**src/hw/rtl/auto_gain_controller_macros.svh**
```systemverilog
// Assertion helpers for the gain controller.
`ifndef AUTO_GAIN_CONTROLLER_MACROS_SVH
`define AUTO_GAIN_CONTROLLER_MACROS_SVH

// Implication checked on every edge outside reset.
`define AGC_CHECK(label, prop) \
  label: assert property (@(posedge clk) disable iff (rst) prop) \
    else $error("agc check failed");

// Condition that must never hold outside reset.
`define AGC_NEVER(label, expr) \
  label: assert property (@(posedge clk) disable iff (rst) !(expr)) \
    else $error("agc forbidden condition");

`endif

```
**src/hw/rtl/agc_pkg.sv**
```systemverilog
`timescale 1ns / 1ps

package agc_pkg;

  localparam int MAX_REGIONS = 256;
  localparam int QUEUE_DEPTH = 2;

  localparam logic [9:0]  GAIN_LO      = 10'd13;
  localparam logic [9:0]  GAIN_HI      = 10'd1010;
  localparam logic [31:0] SPARSE_LIMIT = 32'd100;
  localparam logic [13:0] EMA_ALPHA    = 14'd9830;
  localparam logic [15:0] EMA_KEEP     = 16'd55706;
  localparam logic [23:0] RAW_MAX      = 24'hFFFFFF;
  // floor(m * RECIP3 / 2^17) == floor(m / 3) for m < 1024
  localparam logic [15:0] RECIP3       = 16'd43691;

  localparam logic [2:0] REG_AGC_REGION    = 3'd0;
  localparam logic [2:0] REG_GAIN_RATIO    = 3'd1;
  localparam logic [2:0] REG_AGC_PERIOD    = 3'd2;
  localparam logic [2:0] REG_DEADBAND      = 3'd3;
  localparam logic [2:0] REG_MAX_STEP      = 3'd4;
  localparam logic [2:0] REG_SETTLE_FRAMES = 3'd5;

  localparam logic [7:0] RST_AGC_REGION    = 8'd104;
  localparam logic [9:0] RST_GAIN_RATIO    = 10'd30;
  localparam logic [7:0] RST_AGC_PERIOD    = 8'd30;
  localparam logic [9:0] RST_DEADBAND      = 10'd8;
  localparam logic [9:0] RST_MAX_STEP      = 10'd80;
  localparam logic [3:0] RST_SETTLE_FRAMES = 4'd3;

  typedef struct packed {
    logic [31:0] red_sum;
    logic [31:0] green_sum;
    logic [31:0] blue_sum;
    logic [31:0] pixel_count;
    logic        last_region;
  } stats_t;

  typedef struct packed {
    logic [9:0] gain_code;
    logic       status;
  } gain_t;

  typedef struct packed {
    logic [7:0] agc_region;
    logic [9:0] bright_div;
    logic [7:0] agc_period;
    logic [9:0] deadband;
    logic [9:0] max_step;
    logic [3:0] settle_frames;
  } cfg_t;

  // One pending control step: what the metering region gave.
  typedef struct packed {
    logic        captured;
    logic [33:0] sum;
    logic [31:0] count;
  } job_t;

endpackage

```
**src/hw/rtl/agc_front.sv**
```systemverilog
`timescale 1ns / 1ps

module agc_front (
  input  logic             clk,
  input  logic             rst,
  input  agc_pkg::cfg_t    cfg,
  input  logic             stats_valid,
  output logic             stats_ready,
  input  agc_pkg::stats_t  stats,
  input  logic             q_full,
  output logic             q_push,
  output agc_pkg::job_t    q_job
);

  logic [7:0]  region_position;
  logic        region_captured;
  logic [33:0] captured_sum;
  logic [31:0] captured_count;
  logic [7:0]  frame_counter;

  logic        take;
  logic        hit;
  logic [33:0] rec_sum;
  logic [7:0]  frame_inc;
  logic        due;

  assign stats_ready = !q_full;
  assign take        = stats_valid && stats_ready;

  assign hit = !region_captured &&
               ({1'b0, region_position} < 9'(agc_pkg::MAX_REGIONS)) &&
               (region_position == cfg.agc_region);
  assign rec_sum = 34'(stats.red_sum) + 34'(stats.green_sum) + 34'(stats.blue_sum);

  assign frame_inc = frame_counter + 8'd1;
  assign due       = frame_inc >= cfg.agc_period;

  assign q_push         = take && stats.last_region && due;
  assign q_job.captured = region_captured || hit;
  assign q_job.sum      = hit ? rec_sum : captured_sum;
  assign q_job.count    = hit ? stats.pixel_count : captured_count;

  always_ff @(posedge clk) begin
    if (rst) begin
      region_position <= '0;
      region_captured <= 1'b0;
      frame_counter   <= '0;
    end else if (take) begin
      if (stats.last_region) begin
        region_position <= '0;
        region_captured <= 1'b0;
        frame_counter   <= due ? 8'd0 : frame_inc;
      end else begin
        if (hit) begin
          region_captured <= 1'b1;
        end
        if (region_position != 8'd255) begin
          region_position <= region_position + 8'd1;
        end
      end
    end
  end

  always_ff @(posedge clk) begin
    if (take && hit) begin
      captured_sum   <= rec_sum;
      captured_count <= stats.pixel_count;
    end
  end

endmodule

```
**src/hw/rtl/agc_queue.sv**
```systemverilog
`timescale 1ns / 1ps

module agc_queue #(
  parameter int DEPTH = agc_pkg::QUEUE_DEPTH
) (
  input  logic          clk,
  input  logic          rst,
  input  logic          push,
  input  agc_pkg::job_t push_job,
  output logic          full,
  output logic          not_empty,
  input  logic          pop,
  output agc_pkg::job_t pop_job
);

  localparam int PW = (DEPTH > 1) ? $clog2(DEPTH) : 1;
  localparam int CW = $clog2(DEPTH + 1);

  agc_pkg::job_t slots [DEPTH];
  logic [PW-1:0] wr_ptr;
  logic [PW-1:0] rd_ptr;
  logic [CW-1:0] fill;

  assign full      = fill == CW'(DEPTH);
  assign not_empty = fill != '0;
  assign pop_job   = slots[rd_ptr];

  always_ff @(posedge clk) begin
    if (rst) begin
      wr_ptr <= '0;
      rd_ptr <= '0;
      fill   <= '0;
    end else begin
      if (push) begin
        wr_ptr <= (wr_ptr == PW'(DEPTH - 1)) ? '0 : wr_ptr + PW'(1);
      end
      if (pop) begin
        rd_ptr <= (rd_ptr == PW'(DEPTH - 1)) ? '0 : rd_ptr + PW'(1);
      end
      if (push && !pop) begin
        fill <= fill + CW'(1);
      end else if (pop && !push) begin
        fill <= fill - CW'(1);
      end
    end
  end

  always_ff @(posedge clk) begin
    if (push) begin
      slots[wr_ptr] <= push_job;
    end
  end

endmodule

```
**src/hw/rtl/agc_div.sv**
```systemverilog
`timescale 1ns / 1ps

// Restoring divider, one quotient bit per cycle.
module agc_div (
  input  logic        clk,
  input  logic        rst,
  input  logic        start,
  input  logic [33:0] dividend,
  input  logic [31:0] divisor,
  output logic        done,
  output logic [33:0] quotient
);

  logic [33:0] quo;
  logic [31:0] rem;
  logic [31:0] dsr;
  logic [5:0]  cnt;
  logic        run;

  logic [32:0] trial;
  logic [32:0] diff;
  logic        ge;

  assign trial    = {rem, quo[33]};
  assign diff     = trial - {1'b0, dsr};
  assign ge       = trial >= {1'b0, dsr};
  assign quotient = quo;

  always_ff @(posedge clk) begin
    if (rst) begin
      run  <= 1'b0;
      done <= 1'b0;
      cnt  <= '0;
    end else begin
      done <= 1'b0;
      if (start) begin
        run <= 1'b1;
        cnt <= 6'd34;
      end else if (run) begin
        cnt <= cnt - 6'd1;
        if (cnt == 6'd1) begin
          run  <= 1'b0;
          done <= 1'b1;
        end
      end
    end
  end

  always_ff @(posedge clk) begin
    if (start) begin
      quo <= dividend;
      rem <= '0;
      dsr <= divisor;
    end else if (run) begin
      quo <= {quo[32:0], ge};
      rem <= ge ? diff[31:0] : trial[31:0];
    end
  end

endmodule

```
**src/hw/rtl/agc_back.sv**
```systemverilog
`timescale 1ns / 1ps

module agc_back (
  input  logic          clk,
  input  logic          rst,
  input  agc_pkg::cfg_t cfg,
  input  logic          q_not_empty,
  output logic          q_pop,
  input  agc_pkg::job_t q_job,
  output logic          gain_valid,
  input  logic          gain_ready,
  output agc_pkg::gain_t gain
);

  localparam logic [3:0] S_IDLE  = 4'd0;
  localparam logic [3:0] S_DIV1  = 4'd1;
  localparam logic [3:0] S_DIV2  = 4'd2;
  localparam logic [3:0] S_MUL1  = 4'd3;
  localparam logic [3:0] S_MUL2  = 4'd4;
  localparam logic [3:0] S_SUM   = 4'd5;
  localparam logic [3:0] S_TGT   = 4'd6;
  localparam logic [3:0] S_GAIN  = 4'd7;
  localparam logic [3:0] S_APPLY = 4'd8;
  localparam logic [3:0] S_EMIT  = 4'd9;

  logic [3:0]  state;
  logic [3:0]  settle_left;
  logic [39:0] filtered_gain;
  logic        filter_primed;
  logic [9:0]  cur_gain;
  logic        gain_primed;

  logic        sparse;
  logic [23:0] mean;
  logic [37:0] prod_a;
  logic [35:0] prod_lo;
  logic [35:0] prod_hi;
  logic [9:0]  target;
  logic [9:0]  step_mag;
  logic        step_neg;
  agc_pkg::gain_t result;

  logic        div_start;
  logic [33:0] div_a;
  logic [31:0] div_b;
  logic        div_done;
  logic [33:0] div_q;

  logic [34:0] mean_wide;
  logic [23:0] mean_sat;
  logic [56:0] ema_sum;
  logic [40:0] tgt_round;
  logic [24:0] tgt_int;
  logic [9:0]  tgt_clamped;
  logic [10:0] err;
  logic [9:0]  mag;
  logic [25:0] third_prod;
  logic [9:0]  third;
  logic [11:0] moved;
  logic [9:0]  applied_next;

  agc_div u_div (
    .clk      (clk),
    .rst      (rst),
    .start    (div_start),
    .dividend (div_a),
    .divisor  (div_b),
    .done     (div_done),
    .quotient (div_q)
  );

  assign q_pop = (state == S_IDLE) && q_not_empty;

  assign mean_wide = sparse ? {div_q, 1'b0} : {1'b0, div_q};
  assign mean_sat  = (mean_wide > 35'(agc_pkg::RAW_MAX)) ? agc_pkg::RAW_MAX : mean_wide[23:0];

  assign ema_sum = {3'b0, prod_a, 16'b0} + {1'b0, prod_hi, 20'b0} + 57'(prod_lo) + 57'd32768;

  assign tgt_round = {1'b0, filtered_gain} + 41'd32768;
  assign tgt_int   = tgt_round[40:16];
  always_comb begin
    if (tgt_int > 25'(agc_pkg::GAIN_HI)) begin
      tgt_clamped = agc_pkg::GAIN_HI;
    end else if (tgt_int < 25'(agc_pkg::GAIN_LO)) begin
      tgt_clamped = agc_pkg::GAIN_LO;
    end else begin
      tgt_clamped = tgt_int[9:0];
    end
  end

  assign err        = {1'b0, target} - {1'b0, cur_gain};
  assign mag        = err[10] ? 10'(-err) : err[9:0];
  assign third_prod = mag * agc_pkg::RECIP3;
  assign third      = {1'b0, third_prod[25:17]};

  // applied gain is in range once primed, so the sum fits 12 signed bits
  assign moved = step_neg ? {2'b0, cur_gain} - {2'b0, step_mag}
                          : {2'b0, cur_gain} + {2'b0, step_mag};
  always_comb begin
    if (moved[11] || moved < 12'(agc_pkg::GAIN_LO)) begin
      applied_next = agc_pkg::GAIN_LO;
    end else if (moved > 12'(agc_pkg::GAIN_HI)) begin
      applied_next = agc_pkg::GAIN_HI;
    end else begin
      applied_next = moved[9:0];
    end
  end

  always_ff @(posedge clk) begin
    if (rst) begin
      state         <= S_IDLE;
      settle_left   <= '0;
      filter_primed <= 1'b0;
      gain_primed   <= 1'b0;
      gain_valid    <= 1'b0;
      div_start     <= 1'b0;
    end else begin
      div_start <= 1'b0;
      if (gain_valid && gain_ready) begin
        gain_valid <= 1'b0;
      end
      case (state)
        S_IDLE: begin
          if (q_not_empty) begin
            if (settle_left != 4'd0) begin
              settle_left <= settle_left - 4'd1;
            end else if (!q_job.captured) begin
              state <= S_EMIT;
            end else if (q_job.count == 32'd0) begin
              state <= S_GAIN;
            end else begin
              div_start <= 1'b1;
              state     <= S_DIV1;
            end
          end
        end
        S_DIV1: begin
          if (div_done) begin
            div_start <= 1'b1;
            state     <= S_DIV2;
          end
        end
        S_DIV2: begin
          if (div_done) begin
            if (!filter_primed) begin
              filter_primed <= 1'b1;
              state         <= S_TGT;
            end else begin
              state <= S_MUL1;
            end
          end
        end
        S_MUL1:  state <= S_MUL2;
        S_MUL2:  state <= S_SUM;
        S_SUM:   state <= S_TGT;
        S_TGT:   state <= S_GAIN;
        S_GAIN: begin
          if (!gain_primed) begin
            gain_primed <= 1'b1;
            settle_left <= cfg.settle_frames;
            state       <= S_EMIT;
          end else if (mag <= cfg.deadband) begin
            state <= S_IDLE;
          end else begin
            state <= S_APPLY;
          end
        end
        S_APPLY: begin
          settle_left <= cfg.settle_frames;
          state       <= S_EMIT;
        end
        S_EMIT: begin
          if (!gain_valid || gain_ready) begin
            gain_valid <= 1'b1;
            state      <= S_IDLE;
          end
        end
        default: state <= S_IDLE;
      endcase
    end
  end

  always_ff @(posedge clk) begin
    case (state)
      S_IDLE: begin
        sparse <= q_job.count < agc_pkg::SPARSE_LIMIT;
        div_a  <= q_job.sum;
        div_b  <= q_job.count;
        target <= agc_pkg::GAIN_LO;
        result <= '{gain_code: 10'd0, status: 1'b1};
      end
      S_DIV1: begin
        div_a <= div_q;
        div_b <= (cfg.bright_div == 10'd0) ? 32'd1 : 32'(cfg.bright_div);
      end
      S_DIV2: begin
        mean <= mean_sat;
        if (!filter_primed) begin
          filtered_gain <= {mean_sat, 16'b0};
        end
      end
      S_MUL1: begin
        prod_a  <= mean * agc_pkg::EMA_ALPHA;
        prod_lo <= filtered_gain[19:0] * agc_pkg::EMA_KEEP;
      end
      S_MUL2: prod_hi <= filtered_gain[39:20] * agc_pkg::EMA_KEEP;
      S_SUM:  filtered_gain <= ema_sum[55:16];
      S_TGT:  target <= tgt_clamped;
      S_GAIN: begin
        step_neg <= err[10];
        step_mag <= (third > cfg.max_step) ? cfg.max_step : third;
        if (!gain_primed) begin
          cur_gain <= target;
          result   <= '{gain_code: ~target, status: 1'b0};
        end
      end
      S_APPLY: begin
        cur_gain <= applied_next;
        result   <= '{gain_code: ~applied_next, status: 1'b0};
      end
      S_EMIT: begin
        if (!gain_valid || gain_ready) begin
          gain <= result;
        end
      end
      default: ;
    endcase
  end

endmodule

```
**src/hw/rtl/auto_gain_controller.sv**
```systemverilog
`timescale 1ns / 1ps

// Auto gain controller.
// Input channel (stats_valid/stats_ready/stats): one region record word per
// cycle, the record with last_region set closes the frame. Records are taken
// back to back; ready drops only while the step queue (QUEUE_DEPTH entries)
// holds that many frames still waiting for their control step.
// Output channel (gain_valid/gain_ready/gain): at most one word per frame
// that runs a control step, carrying the new gain code or the missing-region
// flag. While settling a step only counts down; a missing region goes straight
// to the output, a starved region skips to the gain step, and a computed mean
// takes two passes of the shared serial divider (sum/count, then /ratio)
// plus the filter multiplies.
// The result sits in an output register; a stalled receiver holds the word
// while the front keeps taking records until the queue fills.
// Configuration: cfg_we with cfg_index/cfg_data writes one register per
// cycle, no wait; write only while no step is pending.
// Reset (rst, synchronous) restores register defaults, empties the queue
// and clears the filter and gain history.
`include "auto_gain_controller_macros.svh"

module auto_gain_controller #(
  parameter int QUEUE_DEPTH = agc_pkg::QUEUE_DEPTH
) (
  input  logic            clk,
  input  logic            rst,
  input  logic            cfg_we,
  input  logic [2:0]      cfg_index,
  input  logic [9:0]      cfg_data,
  input  logic            stats_valid,
  output logic            stats_ready,
  input  agc_pkg::stats_t stats,
  output logic            gain_valid,
  input  logic            gain_ready,
  output agc_pkg::gain_t  gain
);

  agc_pkg::cfg_t cfg;
  logic          q_full;
  logic          q_push;
  logic          q_pop;
  logic          q_not_empty;
  agc_pkg::job_t push_job;
  agc_pkg::job_t pop_job;

  always_ff @(posedge clk) begin
    if (rst) begin
      cfg.agc_region    <= agc_pkg::RST_AGC_REGION;
      cfg.bright_div    <= agc_pkg::RST_GAIN_RATIO;
      cfg.agc_period    <= agc_pkg::RST_AGC_PERIOD;
      cfg.deadband      <= agc_pkg::RST_DEADBAND;
      cfg.max_step      <= agc_pkg::RST_MAX_STEP;
      cfg.settle_frames <= agc_pkg::RST_SETTLE_FRAMES;
    end else if (cfg_we) begin
      case (cfg_index)
        agc_pkg::REG_AGC_REGION:    cfg.agc_region    <= cfg_data[7:0];
        agc_pkg::REG_GAIN_RATIO:    cfg.bright_div    <= cfg_data;
        agc_pkg::REG_AGC_PERIOD:    cfg.agc_period    <= cfg_data[7:0];
        agc_pkg::REG_DEADBAND:      cfg.deadband      <= cfg_data;
        agc_pkg::REG_MAX_STEP:      cfg.max_step      <= cfg_data;
        agc_pkg::REG_SETTLE_FRAMES: cfg.settle_frames <= cfg_data[3:0];
        default: ;
      endcase
    end
  end

  agc_front u_front (
    .clk         (clk),
    .rst         (rst),
    .cfg         (cfg),
    .stats_valid (stats_valid),
    .stats_ready (stats_ready),
    .stats       (stats),
    .q_full      (q_full),
    .q_push      (q_push),
    .q_job       (push_job)
  );

  agc_queue #(
    .DEPTH (QUEUE_DEPTH)
  ) u_queue (
    .clk       (clk),
    .rst       (rst),
    .push      (q_push),
    .push_job  (push_job),
    .full      (q_full),
    .not_empty (q_not_empty),
    .pop       (q_pop),
    .pop_job   (pop_job)
  );

  agc_back u_back (
    .clk         (clk),
    .rst         (rst),
    .cfg         (cfg),
    .q_not_empty (q_not_empty),
    .q_pop       (q_pop),
    .q_job       (pop_job),
    .gain_valid  (gain_valid),
    .gain_ready  (gain_ready),
    .gain        (gain)
  );

  `AGC_NEVER(a_queue_overflow, q_push && q_full)
  `AGC_CHECK(a_missing_code, gain_valid && gain.status |-> gain.gain_code == 10'd0)
  `AGC_CHECK(a_code_range, gain_valid && !gain.status |-> gain.gain_code >= 10'd13 && gain.gain_code <= 10'd1010)

endmodule

```
**config.mk**
```make
export PLATFORM = sky130hd
export DESIGN_NAME = auto_gain_controller
export DESIGN_NICKNAME = d
export VERILOG_FILES = /design/src/hw/rtl/agc_pkg.sv /design/src/hw/rtl/agc_front.sv /design/src/hw/rtl/agc_queue.sv /design/src/hw/rtl/agc_div.sv /design/src/hw/rtl/agc_back.sv /design/src/hw/rtl/auto_gain_controller.sv
export VERILOG_INCLUDE_DIRS = /design/src /design/src/hw/rtl
export SDC_FILE = /design/constraint.sdc
export NUM_CORES = 2
export LEC_CHECK = 0
export BUFFER_PORTS_ARGS = -buffer_cell sky130_fd_sc_hd__clkbuf_2
export CORE_ASPECT_RATIO = 0.75
export CORE_MARGIN = 10
export CORE_UTILIZATION = 52
export CTS_CLUSTER_DIAMETER = 100
export DETAILED_ROUTE_END_ITERATION = 12
export PLACE_DENSITY = 0.66
export SLEW_MARGIN = 20
export SYNTH_ARGS = -nofsm -noshare
export SYNTH_HDL_FRONTEND = slang
export SYNTH_SLANG_ARGS = --single-unit
export TNS_END_PERCENT = 20
```
**constraint.sdc**
```tcl
create_clock -name clk -period 11.15 [get_ports clk]
set_input_delay 2.23 -clock clk [delete_from_list [all_inputs] [get_ports clk]]
set_output_delay 2.23 -clock clk [all_outputs]
set_load 0.01 [all_outputs]
```
[Word level (Yosys, flattened, before mapping)]
Memories as Yosys holds them, arrays and structs flattened. A register that Yosys moved wholly into a read port is not among the register bits.
Index checks and enable logic that the tools add are counted.
Storage, ports and cells
  register bits after elaboration: 546
  memory bits (writable): 134
  input port bits: 147
  output and inout port bits: 13
  logic and storage cells: 224
  memories kept: 1
Memories
  u_queue.slots: words 2, width 67, rd ports 1, clocked after Yosys merged registers in 1, write ports 1, RTL line agc_queue.sv:19  | agc_pkg::job_t slots [DEPTH];
Cells by class
  add/subtract/negate cells: 19
  $mul: 4
  $lt $le $gt $ge: 10
  equality and inequality tests: 26
  mux-type cells: 67
  bitwise gates (word level): 3
  reduce and logical (&&, ||, !) cells: 50
Operators with widths (number)
  2-to-1 mux 34 bit: 3
  one-hot mux 40 bit (2 select lines): 1
  multiplier 20 x 15 -> 35 bit (second input constant): 2
  2-to-1 mux 10 bit: 7
  one-hot mux 34 bit (2 select lines): 1
  2-to-1 mux 32 bit: 2
  one-hot mux 32 bit (2 select lines): 1
  adder 54 x 56 -> 56 bit: 1
  adder 56 x 16 -> 56 bit (second input constant): 1
  adder 56 x 36 -> 56 bit: 1
  2-to-1 mux 4 bit: 11
  adder 40 x 16 -> 41 bit (second input constant): 1
  2-to-1 mux 40 bit: 1
  one-hot mux 10 bit (2 select lines): 2
  one-hot mux 4 bit (10 select lines): 1
  multiplier 24 x 13 -> 37 bit (second input constant): 1
  > comparator 35 x 24 -> 1 bit (second input constant): 1
  2-to-1 mux 35 bit: 1
  adder 34 x 32 -> 34 bit: 1
  adder 32 x 32 -> 33 bit: 1
  >= comparator 33 x 32 -> 1 bit: 1
  one-hot mux 11 bit (3 select lines): 1
  zero test 32 bit: 1
  < comparator 32 x 7 -> 1 bit (second input constant): 1
  other kinds (58): 134

[Longest topological paths before layout]
  depth after elaboration: 9
  mapped depth: 43
  mapped depth without buffers: 42

[By module]
From an unflattened synthesis, not the netlist that was laid out.
Second synthesis, totals
  cell total of the unflattened synthesis: 5028
  area total of the unflattened synthesis: 54315.8 µm²
By module, submodules not included
  agc_back: times used 1, cells an instance 3307, area an instance 34521.9 µm², seq. area each 8558.2 µm²
  agc_front: times used 1, cells an instance 680, area an instance 6394.9 µm², seq. area each 2322.2 µm²
  agc_div: times used 1, cells an instance 620, area an instance 6207.2 µm², seq. area each 2782.7 µm²
  agc_queue: times used 1, cells an instance 230, area an instance 5156.2 µm², seq. area each 4124.0 µm²
  auto_gain_controller: times used 1, cells an instance 191, area an instance 2035.7 µm², seq. area each 1001.0 µm²

[Worst setup path after synthesis]
OpenSTA, ideal clock, no wires.
  kind: register -> register
  start: reg u_back.target[0]
  end: reg u_back.step_mag[1] (data pin)
  library setup time: 0.260 ns
  data arrival time: 8.821 ns
  required time: 10.890 ns
  setup slack: 2.069 ns
  cell stages (with the launch flop): 40
  buffers on the path: 1
  cell sequence: edfxtp_1 > inv_1 > ha_1 > inv_1 > fa_1 > a21o_1 > a21oi_1 > xnor2_1 > nor3_1 > nand2_1 > or3_1 > o31a_1 > xnor3_2 > ha_1 > fa_1 > fa_1 > inv_1 > fa_1 > (+4 left out) > nor3_1 > and3_1 > o311ai_0 > o211ai_1 > a21o_1 > xor2_1 > ha_1 > nor2b_1 > o21a_1 > o21a_1 > o21ai_0 > nand2b_1 > a21oi_1 > nor2b_1 > o2111ai_1 > and3_1 > clkbuf_1 > mux2_2
On the way
  word-level cells in the longest chain between the ends: 6
RTL lines
  start: declaration: RTL line agc_back.sv:38  | logic [9:0] target;
  start signal: assignment: RTL line agc_back.sv:189  | target <= agc_pkg::GAIN_LO;
  start signal: assignment: RTL line agc_back.sv:208  | S_TGT: target <= tgt_clamped;
  subtractor 10 x 10 -> 11 bit *: RTL line agc_back.sv:91  | assign err = {1'b0, target} - {1'b0, cur_gain};
  negation 10 bit: RTL line agc_back.sv:92  | assign mag = err[10] ? 10'(-err) : err[9:0];
  2-to-1 mux 10 bit *: RTL line agc_back.sv:92
  multiplier 10 x 16 -> 26 bit *: RTL line agc_back.sv:93  | assign third_prod = mag * agc_pkg::RECIP3;
  > comparator 9 x 10 -> 1 bit: RTL line agc_back.sv:211  | step_mag <= (third > cfg.max_step) ? cfg.max_step : third;
  2-to-1 mux 9 bit *: RTL line agc_back.sv:211
  end signal: assignment: RTL line agc_back.sv:211
  end: declaration: RTL line agc_back.sv:39  | logic [9:0] step_mag;
Mark *: on every way between the ends. The rest lies on a longest branch, timed or not.
A chain may end at the register's enable or synchronous reset.

[Worst setup path in the final report]
Ends and elaborated chain as after synthesis.

==> results.json <==
{
  "io_buffers": 159,
  "setup_slack_ns": 1.09,
  "drt-total-wl_um": 121000,
  "clock_skew_ns": 0.0452,
  "grt-ovfl-total": 0,
  "hold_class": "flop to flop",
  "fin_util_pct": 57.4,
  "die_w_um": 390,
  "fin_nets": 6369,
  "status": "finished clean",
  "cts_buffers": 73,
  "synthesis.area_um2": 53400,
  "ys_ff_latch": 667,
  "postCtsHoldBufs": 0,
  "worst_pin_slew_ns": 1.14,
  "grt_max_degree": 106,
  "die_y_um": 298,
  "ant_nets": 0,
  "cts_buffer_depth": 3,
  "grt_usage_pct": 20.9,
  "max_stage_delay_ns": 0.62,
  "end_kind": "flop",
  "gp_congestion": 0.886,
  "required_ns": 11.50,
  "post_cts_buffers": 0,
  "synthCells": 4996,
  "dieArea_um2": 116000,
  "start_util_pct": 52.6,
  "design.core.area_um2": 102000,
  "drive_above_1_share_pct": 9.12,
  "antenna_found_initial": 5,
  "post-route-drc-count": 0,
  "tns_ns": 0,
  "h-tree-depth": 3,
  "cts.sinks": 667,
  "syn_to_final_growth_pct": 9.14,
  "grt_pass1_wl_um": 197000,
  "drt_pass1_iterations": 6,
  "seq_area_frac_synth_pct": 35.2,
  "period_needed_ns": 10.06,
  "cts_tree": "done",
  "avgViaCountPerCell": 5.49,
  "ys.flop_type": "edfxtp_1",
  "crit_fanout": 9,
  "drv_slew": 0,
  "cp.arrival_ns": 10.41,
  "drtIter0Drc": 2394,
  "finalHoldViolations": 0,
  "grt_pass1_vias": 36072,
  "dp_slack_ns": 1.24,
  "detailed_place_hpwl_um": 96600,
  "cp-start-kind": "flop",
  "path_clk_slew_ns": 0.06,
  "cpMostUsedCell": "fa_1",
  "vias": 36067,
  "synth_edf_count": 543,
  "synth_cell_types": 87,
  "slew-limit-headroom_pct": 23.9,
  "ctsResizeCount": 0,
  "avgSynthCellArea_um2": 10.7,
  "critPathKind": "flop to flop",
  "fmax_mhz": 99.4,
  "rsz0062_at_grt": "false",
  "ys.warnings.count": 0,
  "root_buffer": "clkbuf_16",
  "cap_violations": 0,
  "syn_nets": 6197,
  "setup_viol": 0,
  "io_pins": 160,
  "critPathSlowestCell": "fa_1",
  "async_flop_share_pct": 0,
  "min_period_over_period_pct": 90.2,
  "routedWlPerCell_um": 18.5,
  "insertion_delay_ns": 0.65,
  "rows": 101
}
==> logic make-up (layout without fill, tap and decap cells) <==
family / Yosys count / count (layout) / synth area share (%)
muxes: 228 / 228 / 4.53
buffers and inverters: 866 / 1099 / 6.11
AOI/OAI and AO/OA: 935 / 935 / 11.2
adders and majority gates: 1054 / 1054 / 30.0
DFF: 667 / 667 / 35.2
and+or+nand+nor: 990 / 990 / 8.71
xor gates and xnor gates: 255 / 255 / 4.25
other: 1 / 4 / 0.00702
==> synthesized netlist by cell type (24+ instances only) <==
| cell type | n | area [um2] |
|---|---|---|
| a21oi_1 | 297 | 1490 |
| or2_2 | 24 | 150 |
| xor2_1 | 95 | 832 |
| dfxtp_1 | 124 | 2480 |
| mux2i_1 | 117 | 1170 |
| nor2b_1 | 37 | 231 |
| xnor2_1 | 157 | 1380 |
| nor3_1 | 74 | 370 |
| nor4_1 | 30 | 188 |
| o21ai_0 | 171 | 856 |
| nor2_1 | 280 | 1050 |
| o21bai_1 | 41 | 308 |
| nand2_1 | 310 | 1160 |
| fa_1 | 375 | 7510 |
| edfxtp_1 | 543 | 16300 |
| inv_1 | 771 | 2890 |
| clkbuf_1 | 73 | 274 |
| nand3_1 | 55 | 275 |
| and3_1 | 32 | 200 |
| a21o_1 | 117 | 878 |
| a211oi_1 | 52 | 390 |
| ha_1 | 679 | 8500 |
| o21a_1 | 43 | 323 |
| nand4_1 | 30 | 188 |
| nand2b_1 | 33 | 206 |
| a31oi_1 | 41 | 257 |
| mux2_2 | 111 | 1250 |
==> worst paths after layout <==
check                        start  depth (start not counted)                  end  slack (ns)
setup reg to reg  u_back.target[0]                         38   u_back.step_mag[1]        1.09
setup / recovery  u_back.target[0]                         38   u_back.step_mag[1]        1.09
hold reg to reg    u_back.div_b[1]                          0  u_back.u_div.dsr[1]        0.41
hold / removal     u_back.div_b[1]                          0  u_back.u_div.dsr[1]        0.41
==> sequential cells by signal, summed over array words and instances, names as in the netlist, 32 cells and up, named ones only <==
signal                  flops
u_back.u_div.dsr           32
u_back.u_div.quotient      34
cfg                        50
u_queue.slots             134
u_back.prod_hi             35
u_back.div_a               34
u_front.captured_sum       34
u_front.captured_count     32
u_back.div_b               32
u_back.u_div.rem           32
u_back.filtered_gain       40
u_back.prod_a              37
==> cell usage in the layout (no fill, tap or decap), types with 74 or more instances in the layout <==
| master | netlist | layout |
|---|---|---|
| a21o_1 | 117 | 117 |
| xnor2_1 | 157 | 157 |
| edfxtp_1 | 543 | 543 |
| ha_1 | 679 | 679 |
| clkbuf_16 | 0 | 74 |
| dfxtp_1 | 124 | 121 |
| mux2_2 | 111 | 111 |
| nand2_1 | 310 | 310 |
| xor2_1 | 95 | 95 |
| nor2_1 | 280 | 278 |
| o21ai_0 | 171 | 169 |
| clkbuf_2 | 1 | 159 |
| fa_1 | 375 | 375 |
| mux2i_1 | 117 | 117 |
| a21oi_1 | 297 | 297 |
| inv_1 | 771 | 771 |
==> per-layer routing <==
| layer | GRT usage, % | vias up | wire (um) |
|---|---|---|---|
| li1 | - | 17755 | - |
| met5 | 0 | - | 47 |
| met1 | 31.3 | 17252 | 59500 |
| met4 | 5.35 | 8 | 2850 |
| met2 | 30.9 | 894 | 51600 |
| met3 | 3.92 | 158 | 7530 |
==> stage by stage <==
stage / cell area, um2 / cells / hold slack (ns)
after global placement: 55800 / 6431 / 0.401
after floorplan: 53400 / 4996 / 0.400
after detailed placement: 55800 / 6431 / 0.405
after CTS: 58300 / 6567 / 0.415
after global routing: 58300 / 6568 / 0.421
final: 58300 / 6571 / 0.408
==> worst max-delay path, delay by kind of cell (launching register included) <==
kind	cells	cell delay, ns
AO/OA/AOI/OAI	11	2.07
XOR/XNOR	3	0.84
adder cells (fa/ha/maj)	9	3.72
buffers and inverters	4	0.29
flip-flops	1	0.38
multiplexers	1	0.40
AND/OR/NAND/NOR	10	2.05
==> layout make-up <==
type | instances | area [um2]
fill | 8713 | 43300
tap | 1339 | 1680
multi-input combinational | 3463 | 31400
timing repair buffer | 190 | 1030
sequential | 667 | 18800
clock inverter | 44 | 526
antenna | 3 | 7.51
inverter | 773 | 2900
clock buffer | 92 | 1930
Power is left out: the tool's default activity adds up to more than one toggle a clock period on the data nets, which glitch-free logic cannot reach.
